--- config.mk ---
export PLATFORM = sky130hd
export DESIGN_NAME = arp_responder_with_cache_core
export DESIGN_NICKNAME = d
export VERILOG_FILES = /design/src/hw/rtl/arpr_pkg.sv /design/src/hw/rtl/arp_responder_with_cache_core.sv /design/src/hw/rtl/arpr_fifo.sv /design/src/hw/rtl/arpr_front.sv /design/src/hw/rtl/arpr_back.sv
export VERILOG_INCLUDE_DIRS = /design/src /design/src/hw/rtl
export SDC_FILE = /design/constraint.sdc
export NUM_CORES = 1
export LEC_CHECK = 0
export ABC_CLOCK_PERIOD_IN_PS = 10000
export BUFFER_PORTS_ARGS = -buffer_cell sky130_fd_sc_hd__buf_4
export CORE_UTILIZATION = 45
export DETAILED_ROUTE_END_ITERATION = 7
export PLACE_DENSITY = 0.74
export RECOVER_POWER = 25
export SLEW_MARGIN = 20
export SYNTH_ARGS = -nofsm -noshare
export SYNTH_HDL_FRONTEND = slang
export SYNTH_SLANG_ARGS = --single-unit
--- constraint.sdc ---
create_clock -name clk -period 10 [get_ports clk]
set_input_delay 2.5 -clock clk [delete_from_list [all_inputs] [get_ports clk]]
set_output_delay 2.5 -clock clk [all_outputs]
set_load 0.02 [all_outputs]
--- src/hw/rtl/arp_responder_with_cache_core_assert.svh ---
// Assertion macros shared by the ARP responder RTL.
`ifndef ARP_RESPONDER_WITH_CACHE_CORE_ASSERT_SVH
`define ARP_RESPONDER_WITH_CACHE_CORE_ASSERT_SVH

// Same-cycle implication, checked on every clk edge outside reset.
`define ARPR_ASSERT_NOW(lbl, ante, cons, msg) \
  lbl: assert property (@(posedge clk) disable iff (rst) (ante) |-> (cons)) \
    else $error(msg);

// Next-cycle implication, checked on every clk edge outside reset.
`define ARPR_ASSERT_NEXT(lbl, ante, cons, msg) \
  lbl: assert property (@(posedge clk) disable iff (rst) (ante) |=> (cons)) \
    else $error(msg);

`endif

--- src/hw/rtl/arpr_pkg.sv ---
// Package: ARP responder payload types, codes and job format.
`default_nettype none

package arpr_pkg;

  localparam int ARPR_CACHE_ENTRIES = 8;
  localparam int ARPR_QUEUE_DEPTH   = 2;

  localparam int ARPR_MAC_W     = 48;
  localparam int ARPR_IP_W      = 32;
  localparam int ARPR_CFG_W     = 48;
  localparam int ARPR_CFG_IDX_W = 2;

  // Configuration register indexes
  localparam logic [ARPR_CFG_IDX_W-1:0] REG_LOCAL_MAC = 2'd0;
  localparam logic [ARPR_CFG_IDX_W-1:0] REG_LOCAL_IP  = 2'd1;

  // ARP opcodes (host order)
  localparam logic [15:0] OP_REQUEST = 16'd1;
  localparam logic [15:0] OP_REPLY   = 16'd2;

  // Result status codes
  localparam logic [2:0] ST_NONE     = 3'd0;
  localparam logic [2:0] ST_REPLY    = 3'd1;
  localparam logic [2:0] ST_INSERTED = 3'd2;
  localparam logic [2:0] ST_CACHED   = 3'd3;
  localparam logic [2:0] ST_FULL     = 3'd4;

  typedef struct packed {
    logic                  cmd;
    logic [15:0]           opcode;
    logic [ARPR_MAC_W-1:0] sender_mac;
    logic [ARPR_IP_W-1:0]  sender_ip;
    logic [ARPR_IP_W-1:0]  target_ip;
    logic [ARPR_IP_W-1:0]  query_ip;
  } arpr_in_t;

  typedef struct packed {
    logic [2:0]            status;
    logic                  reply_valid;
    logic [ARPR_MAC_W-1:0] reply_dst_mac;
    logic [ARPR_IP_W-1:0]  reply_dst_ip;
    logic                  wake_pending;
    logic                  hit;
    logic [ARPR_MAC_W-1:0] hit_mac;
  } arpr_out_t;

  // What the back end has to do with a queued item
  typedef enum logic [1:0] {
    JOB_NONE   = 2'd0,
    JOB_REPLY  = 2'd1,
    JOB_INSERT = 2'd2,
    JOB_LOOKUP = 2'd3
  } arpr_kind_t;

  typedef struct packed {
    arpr_kind_t            kind;
    logic [ARPR_MAC_W-1:0] mac;
    logic [ARPR_IP_W-1:0]  ip;
  } arpr_job_t;

  typedef struct packed {
    logic full;
    logic empty;
  } arpr_q_status_t;

endpackage

`default_nettype wire

--- src/hw/rtl/arp_responder_with_cache_core.sv ---
// Top level of the ARP responder with its small ARP cache.
//
//  channel | direction | handshake            | payload
//  --------+-----------+----------------------+---------------------------
//  in      | input     | in_valid / in_stall  | in_data  (arpr_in_t)
//  out     | output    | out_valid / out_stall| out_data (arpr_out_t)
//  cfg     | input     | cfg_we               | cfg_index, cfg_data
//
// An item passes through the cache engine as dequeue, parallel match and result,
//   and the engine takes no new item until the last one's result is registered.
// out_valid rises after the job passes the queue, cur, the match vectors and out_data.
// The front queue holds 2 decoded jobs; in_stall rises only when it is full.
// The result register frees the engine as soon as out_stall drops.
// rst (sync) empties the table at once through per-slot occupied flags.
`default_nettype none

`include "arp_responder_with_cache_core_assert.svh"

module arp_responder_with_cache_core
  import arpr_pkg::*;
#(
  parameter int CacheEntries = ARPR_CACHE_ENTRIES
) (
  input  wire logic                      clk,
  input  wire logic                      rst,
  input  wire logic                      in_valid,
  output logic                           in_stall,
  input  wire arpr_in_t                  in_data,
  output logic                           out_valid,
  input  wire logic                      out_stall,
  output arpr_out_t                      out_data,
  input  wire logic                      cfg_we,
  input  wire logic [ARPR_CFG_IDX_W-1:0] cfg_index,
  input  wire logic [ARPR_CFG_W-1:0]     cfg_data
);

  // Station addresses. local_mac is the source of reply frames, built
  // downstream; only local_ip takes part in the decode here.
  logic [ARPR_MAC_W-1:0] local_mac;
  logic [ARPR_IP_W-1:0]  local_ip;

  // front -> queue -> back
  logic           q_push;
  logic           q_pop;
  arpr_job_t      q_in_job;
  arpr_job_t      q_out_job;
  arpr_q_status_t q_status;

  always_ff @(posedge clk) begin
    if (rst) begin
      local_mac <= '0;
      local_ip  <= '0;
    end else if (cfg_we) begin
      case (cfg_index)
        REG_LOCAL_MAC: local_mac <= cfg_data[ARPR_MAC_W-1:0];
        REG_LOCAL_IP:  local_ip  <= cfg_data[ARPR_IP_W-1:0];
        default:       ;  // unknown index: write dropped
      endcase
    end
  end

  // Decode each transfer into a job; requests for us become reply orders here.
  arpr_front u_front (
    .in_valid (in_valid),
    .in_stall (in_stall),
    .in_data  (in_data),
    .local_ip (local_ip),
    .q_status (q_status),
    .q_push   (q_push),
    .q_job    (q_in_job)
  );

  // Decouples input transfers from table work.
  arpr_fifo u_fifo (
    .clk       (clk),
    .rst       (rst),
    .push      (q_push),
    .push_data (q_in_job),
    .pop       (q_pop),
    .pop_data  (q_out_job),
    .q_status  (q_status)
  );

  // Table lookups, inserts and reply results, in queue order, one job at a time.
  arpr_back #(
    .CacheEntries (CacheEntries)
  ) u_back (
    .clk       (clk),
    .rst       (rst),
    .q_status  (q_status),
    .q_job     (q_out_job),
    .q_pop     (q_pop),
    .out_valid (out_valid),
    .out_stall (out_stall),
    .out_data  (out_data)
  );

  // A MAC write lands in the register in the next cycle.
  `ARPR_ASSERT_NEXT(a_cfg_mac, cfg_we && cfg_index == REG_LOCAL_MAC, local_mac == $past(cfg_data[ARPR_MAC_W-1:0]), "local_mac write lost")
  // Wake goes out exactly with an insertion.
  `ARPR_ASSERT_NOW(a_wake_ins, out_valid, out_data.wake_pending == (out_data.status == ST_INSERTED), "wake_pending disagrees with status")
  // Reply order flag and status agree.
  `ARPR_ASSERT_NOW(a_reply_st, out_valid, out_data.reply_valid == (out_data.status == ST_REPLY), "reply_valid disagrees with status")

endmodule

`default_nettype wire

--- src/hw/rtl/arpr_fifo.sv ---
// Short job queue between the classifier and the cache engine.
`default_nettype none

module arpr_fifo
  import arpr_pkg::*;
(
  input  wire logic           clk,
  input  wire logic           rst,
  input  wire logic           push,
  input  wire arpr_job_t      push_data,
  input  wire logic           pop,
  output arpr_job_t           pop_data,
  output arpr_q_status_t      q_status
);

  localparam int PtrW = $clog2(ARPR_QUEUE_DEPTH);
  localparam int CntW = $clog2(ARPR_QUEUE_DEPTH + 1);
  localparam logic [PtrW-1:0] LastPtr = PtrW'(ARPR_QUEUE_DEPTH - 1);

  arpr_job_t       mem [ARPR_QUEUE_DEPTH];
  logic [PtrW-1:0] wr_ptr;
  logic [PtrW-1:0] rd_ptr;
  logic [CntW-1:0] count;
  logic            do_push;
  logic            do_pop;

  assign q_status.full  = (count == CntW'(ARPR_QUEUE_DEPTH));
  assign q_status.empty = (count == '0);
  assign do_push = push && !q_status.full;
  assign do_pop  = pop && !q_status.empty;
  assign pop_data = mem[rd_ptr];

  always_ff @(posedge clk) begin
    if (rst) begin
      wr_ptr <= '0;
      rd_ptr <= '0;
      count  <= '0;
    end else begin
      if (do_push) begin
        wr_ptr <= (wr_ptr == LastPtr) ? '0 : wr_ptr + PtrW'(1);
      end
      if (do_pop) begin
        rd_ptr <= (rd_ptr == LastPtr) ? '0 : rd_ptr + PtrW'(1);
      end
      if (do_push && !do_pop) begin
        count <= count + CntW'(1);
      end else if (do_pop && !do_push) begin
        count <= count - CntW'(1);
      end
    end
  end

  always_ff @(posedge clk) begin
    if (do_push) begin
      mem[wr_ptr] <= push_data;
    end
  end

endmodule

`default_nettype wire

--- src/hw/rtl/arpr_front.sv ---
// Input side: takes items, decodes opcode and command, answers requests.
`default_nettype none

module arpr_front
  import arpr_pkg::*;
(
  input  wire logic                 in_valid,
  output logic                      in_stall,
  input  wire arpr_in_t             in_data,
  input  wire logic [ARPR_IP_W-1:0] local_ip,
  input  wire arpr_q_status_t       q_status,
  output logic                      q_push,
  output arpr_job_t                 q_job
);

  assign in_stall = q_status.full;
  assign q_push   = in_valid && !q_status.full;

  always_comb begin
    q_job.kind = JOB_NONE;
    q_job.mac  = in_data.sender_mac;
    q_job.ip   = in_data.sender_ip;
    if (in_data.cmd) begin
      q_job.kind = JOB_LOOKUP;
      q_job.ip   = in_data.query_ip;
    end else if (in_data.opcode == OP_REQUEST) begin
      if (in_data.target_ip == local_ip) begin
        q_job.kind = JOB_REPLY;
      end
    end else if (in_data.opcode == OP_REPLY && in_data.sender_ip != '0) begin
      // a zero sender IP is never cached; empty slots are marked by occupied flags
      q_job.kind = JOB_INSERT;
    end
  end

endmodule

`default_nettype wire

--- src/hw/rtl/arpr_back.sv ---
// Cache engine: register table, parallel match, insert and result register.
`default_nettype none

module arpr_back
  import arpr_pkg::*;
#(
  parameter int CacheEntries = ARPR_CACHE_ENTRIES
) (
  input  wire logic           clk,
  input  wire logic           rst,
  input  wire arpr_q_status_t q_status,
  input  wire arpr_job_t      q_job,
  output logic                q_pop,
  output logic                out_valid,
  input  wire logic           out_stall,
  output arpr_out_t           out_data
);

  typedef enum logic [2:0] {
    BK_IDLE = 3'b001,
    BK_CMP  = 3'b010,
    BK_RES  = 3'b100
  } bk_state_t;

  bk_state_t state;
  bk_state_t state_next;

  arpr_job_t cur;

  logic [CacheEntries-1:0] occupied;
  logic [ARPR_IP_W-1:0]    ent_ip  [CacheEntries];
  logic [ARPR_MAC_W-1:0]   ent_mac [CacheEntries];

  logic [CacheEntries-1:0] match_vec;
  logic [CacheEntries-1:0] empty_vec;
  logic [CacheEntries-1:0] first_empty;
  logic [ARPR_MAC_W-1:0]   match_mac;

  logic      fire;
  logic      ins_we;
  arpr_out_t res;

  assign q_pop = (state == BK_IDLE) && !q_status.empty;
  assign fire  = (state == BK_RES) && (!out_valid || !out_stall);

  always_comb begin
    state_next = state;
    case (state)
      BK_IDLE: if (!q_status.empty) state_next = BK_CMP;
      BK_CMP:  state_next = BK_RES;
      BK_RES:  if (fire) state_next = BK_IDLE;
      default: state_next = BK_IDLE;
    endcase
  end

  always_ff @(posedge clk) begin
    if (rst) begin
      state <= BK_IDLE;
    end else begin
      state <= state_next;
    end
  end

  always_ff @(posedge clk) begin
    if (q_pop) begin
      cur <= q_job;
    end
  end

  // compare every slot against the job address, register the vectors
  always_ff @(posedge clk) begin
    if (state == BK_CMP) begin
      for (int i = 0; i < CacheEntries; i++) begin
        match_vec[i] <= occupied[i] && (ent_ip[i] == cur.ip);
        empty_vec[i] <= !occupied[i];
      end
    end
  end

  assign first_empty = empty_vec & (~empty_vec + CacheEntries'(1));

  // at most one slot matches, so an OR of the gated MACs selects it
  always_comb begin
    match_mac = '0;
    for (int i = 0; i < CacheEntries; i++) begin
      if (match_vec[i]) begin
        match_mac = match_mac | ent_mac[i];
      end
    end
  end

  always_comb begin
    res    = '0;
    ins_we = 1'b0;
    res.status = ST_NONE;
    case (cur.kind)
      JOB_REPLY: begin
        res.status        = ST_REPLY;
        res.reply_valid   = 1'b1;
        res.reply_dst_mac = cur.mac;
        res.reply_dst_ip  = cur.ip;
      end
      JOB_INSERT: begin
        if (|match_vec) begin
          res.status = ST_CACHED;
        end else if (empty_vec == '0) begin
          res.status = ST_FULL;
        end else begin
          res.status       = ST_INSERTED;
          res.wake_pending = 1'b1;
          ins_we           = 1'b1;
        end
      end
      JOB_LOOKUP: begin
        res.hit     = |match_vec;
        res.hit_mac = match_mac;
      end
      default: begin
        res.status = ST_NONE;
      end
    endcase
  end

  always_ff @(posedge clk) begin
    if (rst) begin
      occupied <= '0;
    end else if (fire && ins_we) begin
      occupied <= occupied | first_empty;
    end
  end

  always_ff @(posedge clk) begin
    for (int i = 0; i < CacheEntries; i++) begin
      if (fire && ins_we && first_empty[i]) begin
        ent_ip[i]  <= cur.ip;
        ent_mac[i] <= cur.mac;
      end
    end
  end

  always_ff @(posedge clk) begin
    if (rst) begin
      out_valid <= 1'b0;
    end else if (fire) begin
      out_valid <= 1'b1;
    end else if (!out_stall) begin
      out_valid <= 1'b0;
    end
  end

  always_ff @(posedge clk) begin
    if (fire) begin
      out_data <= res;
    end
  end

endmodule

`default_nettype wire
# Word level (Yosys, flattened, before mapping)
# Memories as Yosys holds them, arrays and structs flattened. A register that Yosys moved wholly into a read port is not among the register bits.
# Index checks and enable logic that the tools add are counted.
[op_classes]
n_bitwise = 10
eq_ne = 22
mux = 89
reduce_logical = 61
n_addsub = 5
[op_table]
columns = ["cell", "n"]
rows = [
  ["two-way mux 48 bit", 15],
  ["OR 48 bit", 7],
  ["OR reduction 48 bit", 7],
  ["== test 32 bit", 9],
  ["two-way mux 32 bit", 8],
  ["OR reduction 32 bit", 7],
  ["two-way mux 81 bit", 1],
  ["two-way mux 3 bit", 18],
  ["two-way mux 1 bit", 40],
  ["nonzero test 32 bit", 1],
  ["logical AND 1 bit", 25],
  ["== test 16 x 1 -> 1 bit (second input constant)", 1],
  ["== test 16 x 2 -> 1 bit (second input constant)", 1],
  ["zero test 1 bit", 14],
  ["two-way mux 2 bit", 5],
  ["case mux 3 bit (3 select lines)", 1],
  ["adder 8 x 1 -> 8 bit (second input constant)", 1],
  ["AND 8 bit", 1],
  ["zero test 8 bit", 1],
  ["NOT 8 bit", 1],
  ["OR 8 bit", 1],
  ["OR reduction 8 bit", 1],
  ["== test 2 bit (second input constant)", 3],
  ["case mux 3 bit (2 select lines)", 1],
  ["13 further kinds", 17],
]
[totals]
reg_bits = 198
ram_bits = 804
n_memories = 3
word_cells = 206
[memory_table]
columns = ["memory", "words", "word_bits", "rd", "rd_ports_with_merged_regs", "wr", "line_no", "source"]
rows = [
  ["u_back.ent_mac", 8, 48, 8, 0, 1, "arpr_back.sv:32", "logic [ARPR_MAC_W-1:0] ent_mac [CacheEntries];"],
  ["u_back.ent_ip", 8, 32, 8, 0, 1, "arpr_back.sv:31", "logic [ARPR_IP_W-1:0] ent_ip [CacheEntries];"],
  ["u_fifo.mem", 2, 82, 1, 1, 1, "arpr_fifo.sv:20", "arpr_job_t mem [ARPR_QUEUE_DEPTH];"],
]

# Longest topological paths before layout
[logic_depth]
word_depth = 16
ltp_mapped = 7
depth_no_buf = 7

# Hierarchy
# Synthesis repeated with hierarchy kept, for this count alone.
[unflattened]
hier_cells = 2290
area_unflattened_um2 = 41260.8
[modules_own_cells]
columns = ["mod", "cells_each", "area_per_inst_um2", "n_inst", "seq_area_each_um2"]
rows = [
  ["arpr_back", 1721, 32417.3, 1, 26425.3],
  ["arpr_fifo", 280, 6130.9, 1, 5024.8],
  ["arp_responder_with_cache_core", 140, 1468.9, 1, 640.6],
  ["arpr_front", 149, 1243.7, 1, 0.0],
]

# Worst setup path after synthesis
# Ideal clock, no wire load.
[synth_path]
path_type = "input-to-reg"
startpoint = "input port out_stall"
endpoint = "memory u_back.ent_ip[3][4], in the netlist u_back.ent_ip[0][100], enable pin"
required_ns = 9.566
arrival_time_ns = 6.121
slack_ns = 3.445
setup_ns = 0.434
n_path_buf = 0
path_stages = 5
cell_sequence = "nand2_1 > nand2b_4 > inv_2 > nand4_1 > inv_1"
[synth_between]
elab_chain_cells = 15
[synth_rtl]
columns = ["item", "line_no", "source"]
rows = [
  ["from (decl)", "arp_responder_with_cache_core.sv:30", "input wire logic out_stall,"],
  ["zero test 1 bit (*)", "arpr_back.sv:44", "assign fire = (state == BK_RES) && (!out_valid || !out_stall);"],
  ["logical OR 1 bit (*)", "arpr_back.sv:44", ""],
  ["logical AND 1 bit (*)", "arpr_back.sv:44", ""],
  ["named net u_back.fire", "arpr_back.sv:39", "logic fire;"],
  ["logical AND 1 bit (*)", "arpr_back.sv:134", "if (fire && ins_we && first_empty[i]) begin"],
  ["logical AND 1 bit", "arpr_back.sv:134", ""],
  ["two-way mux 1 bit", "arpr_back.sv:134", ""],
  ["two-way mux 1 bit (not written as such)", "arpr_back.sv:135", "ent_ip[i] <= cur.ip;"],
  ["OR reduction 32 bit (no line)", "--", ""],
  ["two-way mux 3 bit (no line) or two-way mux 1 bit (tied branches) (7 in series)", "--", ""],
  ["to (decl)", "arpr_back.sv:31", ""],
]
# Mark *: on every way through the listed nets, which the timed path passes. The rest lies on a longest branch.

# Worst setup path after layout
[layout_path]
startpoint = "input port out_stall"
endpoint = "memory u_back.ent_mac[0][23], enable pin"
[layout_between]
elab_chain_cells = 15
[layout_rtl]
columns = ["item", "line_no", "source"]
rows = [
  ["zero test 1 bit (*)", "arpr_back.sv:44", ""],
  ["logical OR 1 bit (*)", "arpr_back.sv:44", ""],
  ["logical AND 1 bit (*)", "arpr_back.sv:44", ""],
  ["named net u_back.fire", "arpr_back.sv:39", ""],
  ["logical AND 1 bit (*)", "arpr_back.sv:134", ""],
  ["logical AND 1 bit", "arpr_back.sv:134", ""],
  ["two-way mux 1 bit", "arpr_back.sv:134", ""],
  ["two-way mux 1 bit (not written as such)", "arpr_back.sv:136", "ent_mac[i] <= cur.mac;"],
  ["OR reduction 48 bit (no line)", "--", ""],
  ["two-way mux 3 bit (no line) or two-way mux 1 bit (tied branches) (7 in series)", "--", ""],
  ["to (decl)", "arpr_back.sv:32", ""],
]
# Marks and branches as above.

==> results.cfg <==
[outcome]
status = finished, violations left
failed_checks = design-rule violations, max-capacitance violations, max-slew violations

[logic_synthesis]
synth_compound_area_frac = 0.0529
synth_common_cells = edfxtp_1 (1,036), xor2_1 (255), a22oi_1 (192)
yosys.area.top_type = edfxtp_1
ys.warnings.count = 0
synth.area.top_cells = edfxtp_1 (77%), xor2_1 (5.5%), a22oi_1 (3.6%), mux2_2 (3.2%), dfxtp_1 (2.4%)
synthCells = 2235
synth_simple_gate_area_frac = 0.0445
synth_most_common_cell = edfxtp_1
synthAdderAreaFrac = 0.00124
synth_top_area_frac = 0.769
ys_types = 44
synth_nets = 2455
yosysSeqAreaShare = 0.792
ys_seq_elements = 1084
synth-edff-count = 1036
yosys-mux-area-fraction = 0.0317
syn_area_sq_um = 40500
synth_xor_area_frac = 0.0632
synth_top_family_by_area = XOR/XNOR gates
async_flop_share = 0
avgSynthCellArea_sq_um = 18.1
ys.flop_type = edfxtp_1

[sta]
post-route-period-util = 0.471
drv_slew = 91
max_freq_mhz = 212
worst_hold_slack_ns = 0.469
grt_setup_unrepaired = no
hold_violations = 0
timing.slew.headroom = -0.0591
min_period_ns = 4.71
worstMarginPinSlew_ns = 1.59
setup-violations-final = 0
setup_tns_ns = 0
skew_ns = 0.0356

[setup_path]
rrSetupSlack_ns = 6.45
path_class = in2reg
cp_max_fo = 68
end_kind = flop
cp.arrival_ns = 5.01
cp-start-kind = input pin
required_ns = 10.30

[detailed_routing]
postRouteAntennaNets = 0
drcViolationCount = 24
finalWirelength_mm = 93.7
dr.pass1.iters = 8
num_vias = 21600
drt-initial-drc-count = 2000
wl_per_cell_um = 24.2
vias_per_cell = 5.58

[clock_tree]
cts_resized = 0
cts_inserted_buffers = 107
clock_sinks = 1084
cts_buffer_depth = 3
cts_hold_buf = 0
path_clk_slew_ns = 0.06
cts_tree = done
clkLatencyLatePin_ns = 0.69
cts_setup_buffers = 0
htree_levels = 3
root_buffer = clkbuf_16

[floorplan]
io_pins = 352
dieHeight_um = 302
initial_core_util = 0.456
core_area_sq_um = 88800
die-area_sq_um = 91100
core.rowCount = 109
die_x_um = 302

[grt]
grt_pass1_vias = 22400
grt_max_degree = 73
grt_use_total = 0.203
grt_pass1_wl_mm = 138
gr-total-overflow = 0
antenna_found_initial = 6

[layout]
area_growth_syn_to_layout_pct = 18.3
drive_gt1_frac = 0.243
layout.nets = 2840

[placement]
gp_congestion = 0.828
hpwl_mm = 53.4
port_buffers = 335

[power_and_ir_drop]
p_int_mw = 8.74
power_density_nw_per_um2 = 252
leakage_nw = 16.2
clkPwrFrac = 0.331
switchingPower_mw = 3.30
vdd_drop_max_uv = 153
combPwrFrac = 0.143
switching_share = 0.274
pwr-share-seq = 0.526

[flow_run]
drv_cap = 5

[worst_hold_path]
hp-class = reg2reg
## sequential cells by signal, summed over array words and instances (netlist names), 2 cells and up
name / cells
u_back.ent_mac: 384
u_back.ent_ip: 256
u_fifo.mem: 164
u_back.out_data: 134
u_back.cur: 82
local_ip: 32
u_back.empty_vec: 8
u_back.match_vec: 8
u_back.occupied: 8
u_back.state: 3
u_fifo.count: 2
## power by group through the flow
stage | combinational [mW] | clock [mW] | sequential (mW)
global route | 1.87 | 4.23 | 6.38
global placement | 1.69 | 0 | 6.38
detailed placement | 1.75 | 0 | 6.43
floorplan | 1.11 | 0 | 6.18
finish | 1.72 | 3.98 | 6.34
CTS | 1.77 | 4.04 | 6.33
## metrics by stage
step / total power [mW] / instance area, sq um / setup slack, ns / std cells / utilization
3_3_place_gp: 8.07 / 44400 / 4.64 / 3674 / 0.500
3_5_place_dp: 8.18 / 44400 / 4.54 / 3674 / 0.500
5_1_grt: 12.5 / 47900 / 5.10 / 3871 / 0.539
2_1_floorplan: 7.29 / 40500 / 3.45 / 2235 / -
4_1_cts: 12.1 / 47900 / 5.26 / 3869 / 0.540
6_report: 12.0 / 47900 / 5.29 / 3872 / 0.539
## area by class of cell
cell class                      instances  area (sq um)
Multi-Input combinational cell       1017          7870
Sequential cell                      1084         32100
Tap cell                             1165          1460
Clock buffer                          133          2820
Antenna cell                            1          2.50
Timing Repair Buffer                  387          2850
Clock inverter                         62           703
Inverter                               23          98.8
Fill cell                            6760         40900
## worst max-delay path, cell delays in order
cell and delay [ns]:
buf_4 0.11, nand2_1 0.13, nand2b_4 0.14, inv_6 0.55
nand3_1 0.25, clkinv_2 0.52, buf_4 0.74
## worst paths after layout
check                       from               endpoint  cells after the start
min                  local_ip[3]            local_ip[3]                      2
max reg2reg  u_back.match_vec[1]  u_back.ent_mac[1][27]                      6
min reg2reg          local_ip[3]            local_ip[3]                      2
max                    out_stall  u_back.ent_mac[0][23]                      7
## placed cells by master, fill, tap and decap left out, types with 3 or more instances in the layout
master	Yosys	final
nor3_1	18	18
clkbuf_16	0	109
nand2_1	68	68
clkinv_1	0	19
inv_1	22	16
xnor2_1	37	37
a21oi_1	42	42
and2_1	81	81
a41oi_1	48	48
edfxtp_1	1036	1036
buf_4	0	363
nand2b_1	3	3
dfxtp_1	48	47
clkinv_2	0	22
ha_1	4	3
a22oi_1	192	192
nor4_1	71	71
clkbuf_1	51	45
clkinv_4	0	3
bufinv_16	0	12
mux2_2	114	114
nor2_1	16	14
nand3_1	20	20
nand4_1	20	20
inv_6	0	5
xor2_1	255	255
## cells by family after synthesis
| family | after synthesis |
|---|---|
| buf+inv | 134 |
| simple gates | 317 |
| flops | 1084 |
| mux | 114 |
| compound gates | 290 |
| fa+ha+maj | 4 |
| xor+xnor | 292 |
## metal layers
layer / wire length (um) / up-vias / GRT usage
met3: 7160 / 140 / 0.0381
li1: - / 9486 / -
met2: 45900 / 942 / 0.338
met1: 38300 / 11000 / 0.272
met5: 32 / - / 0
met4: 2310 / 4 / 0.0635
No activity file was read; power rests on OpenSTA's default activity.
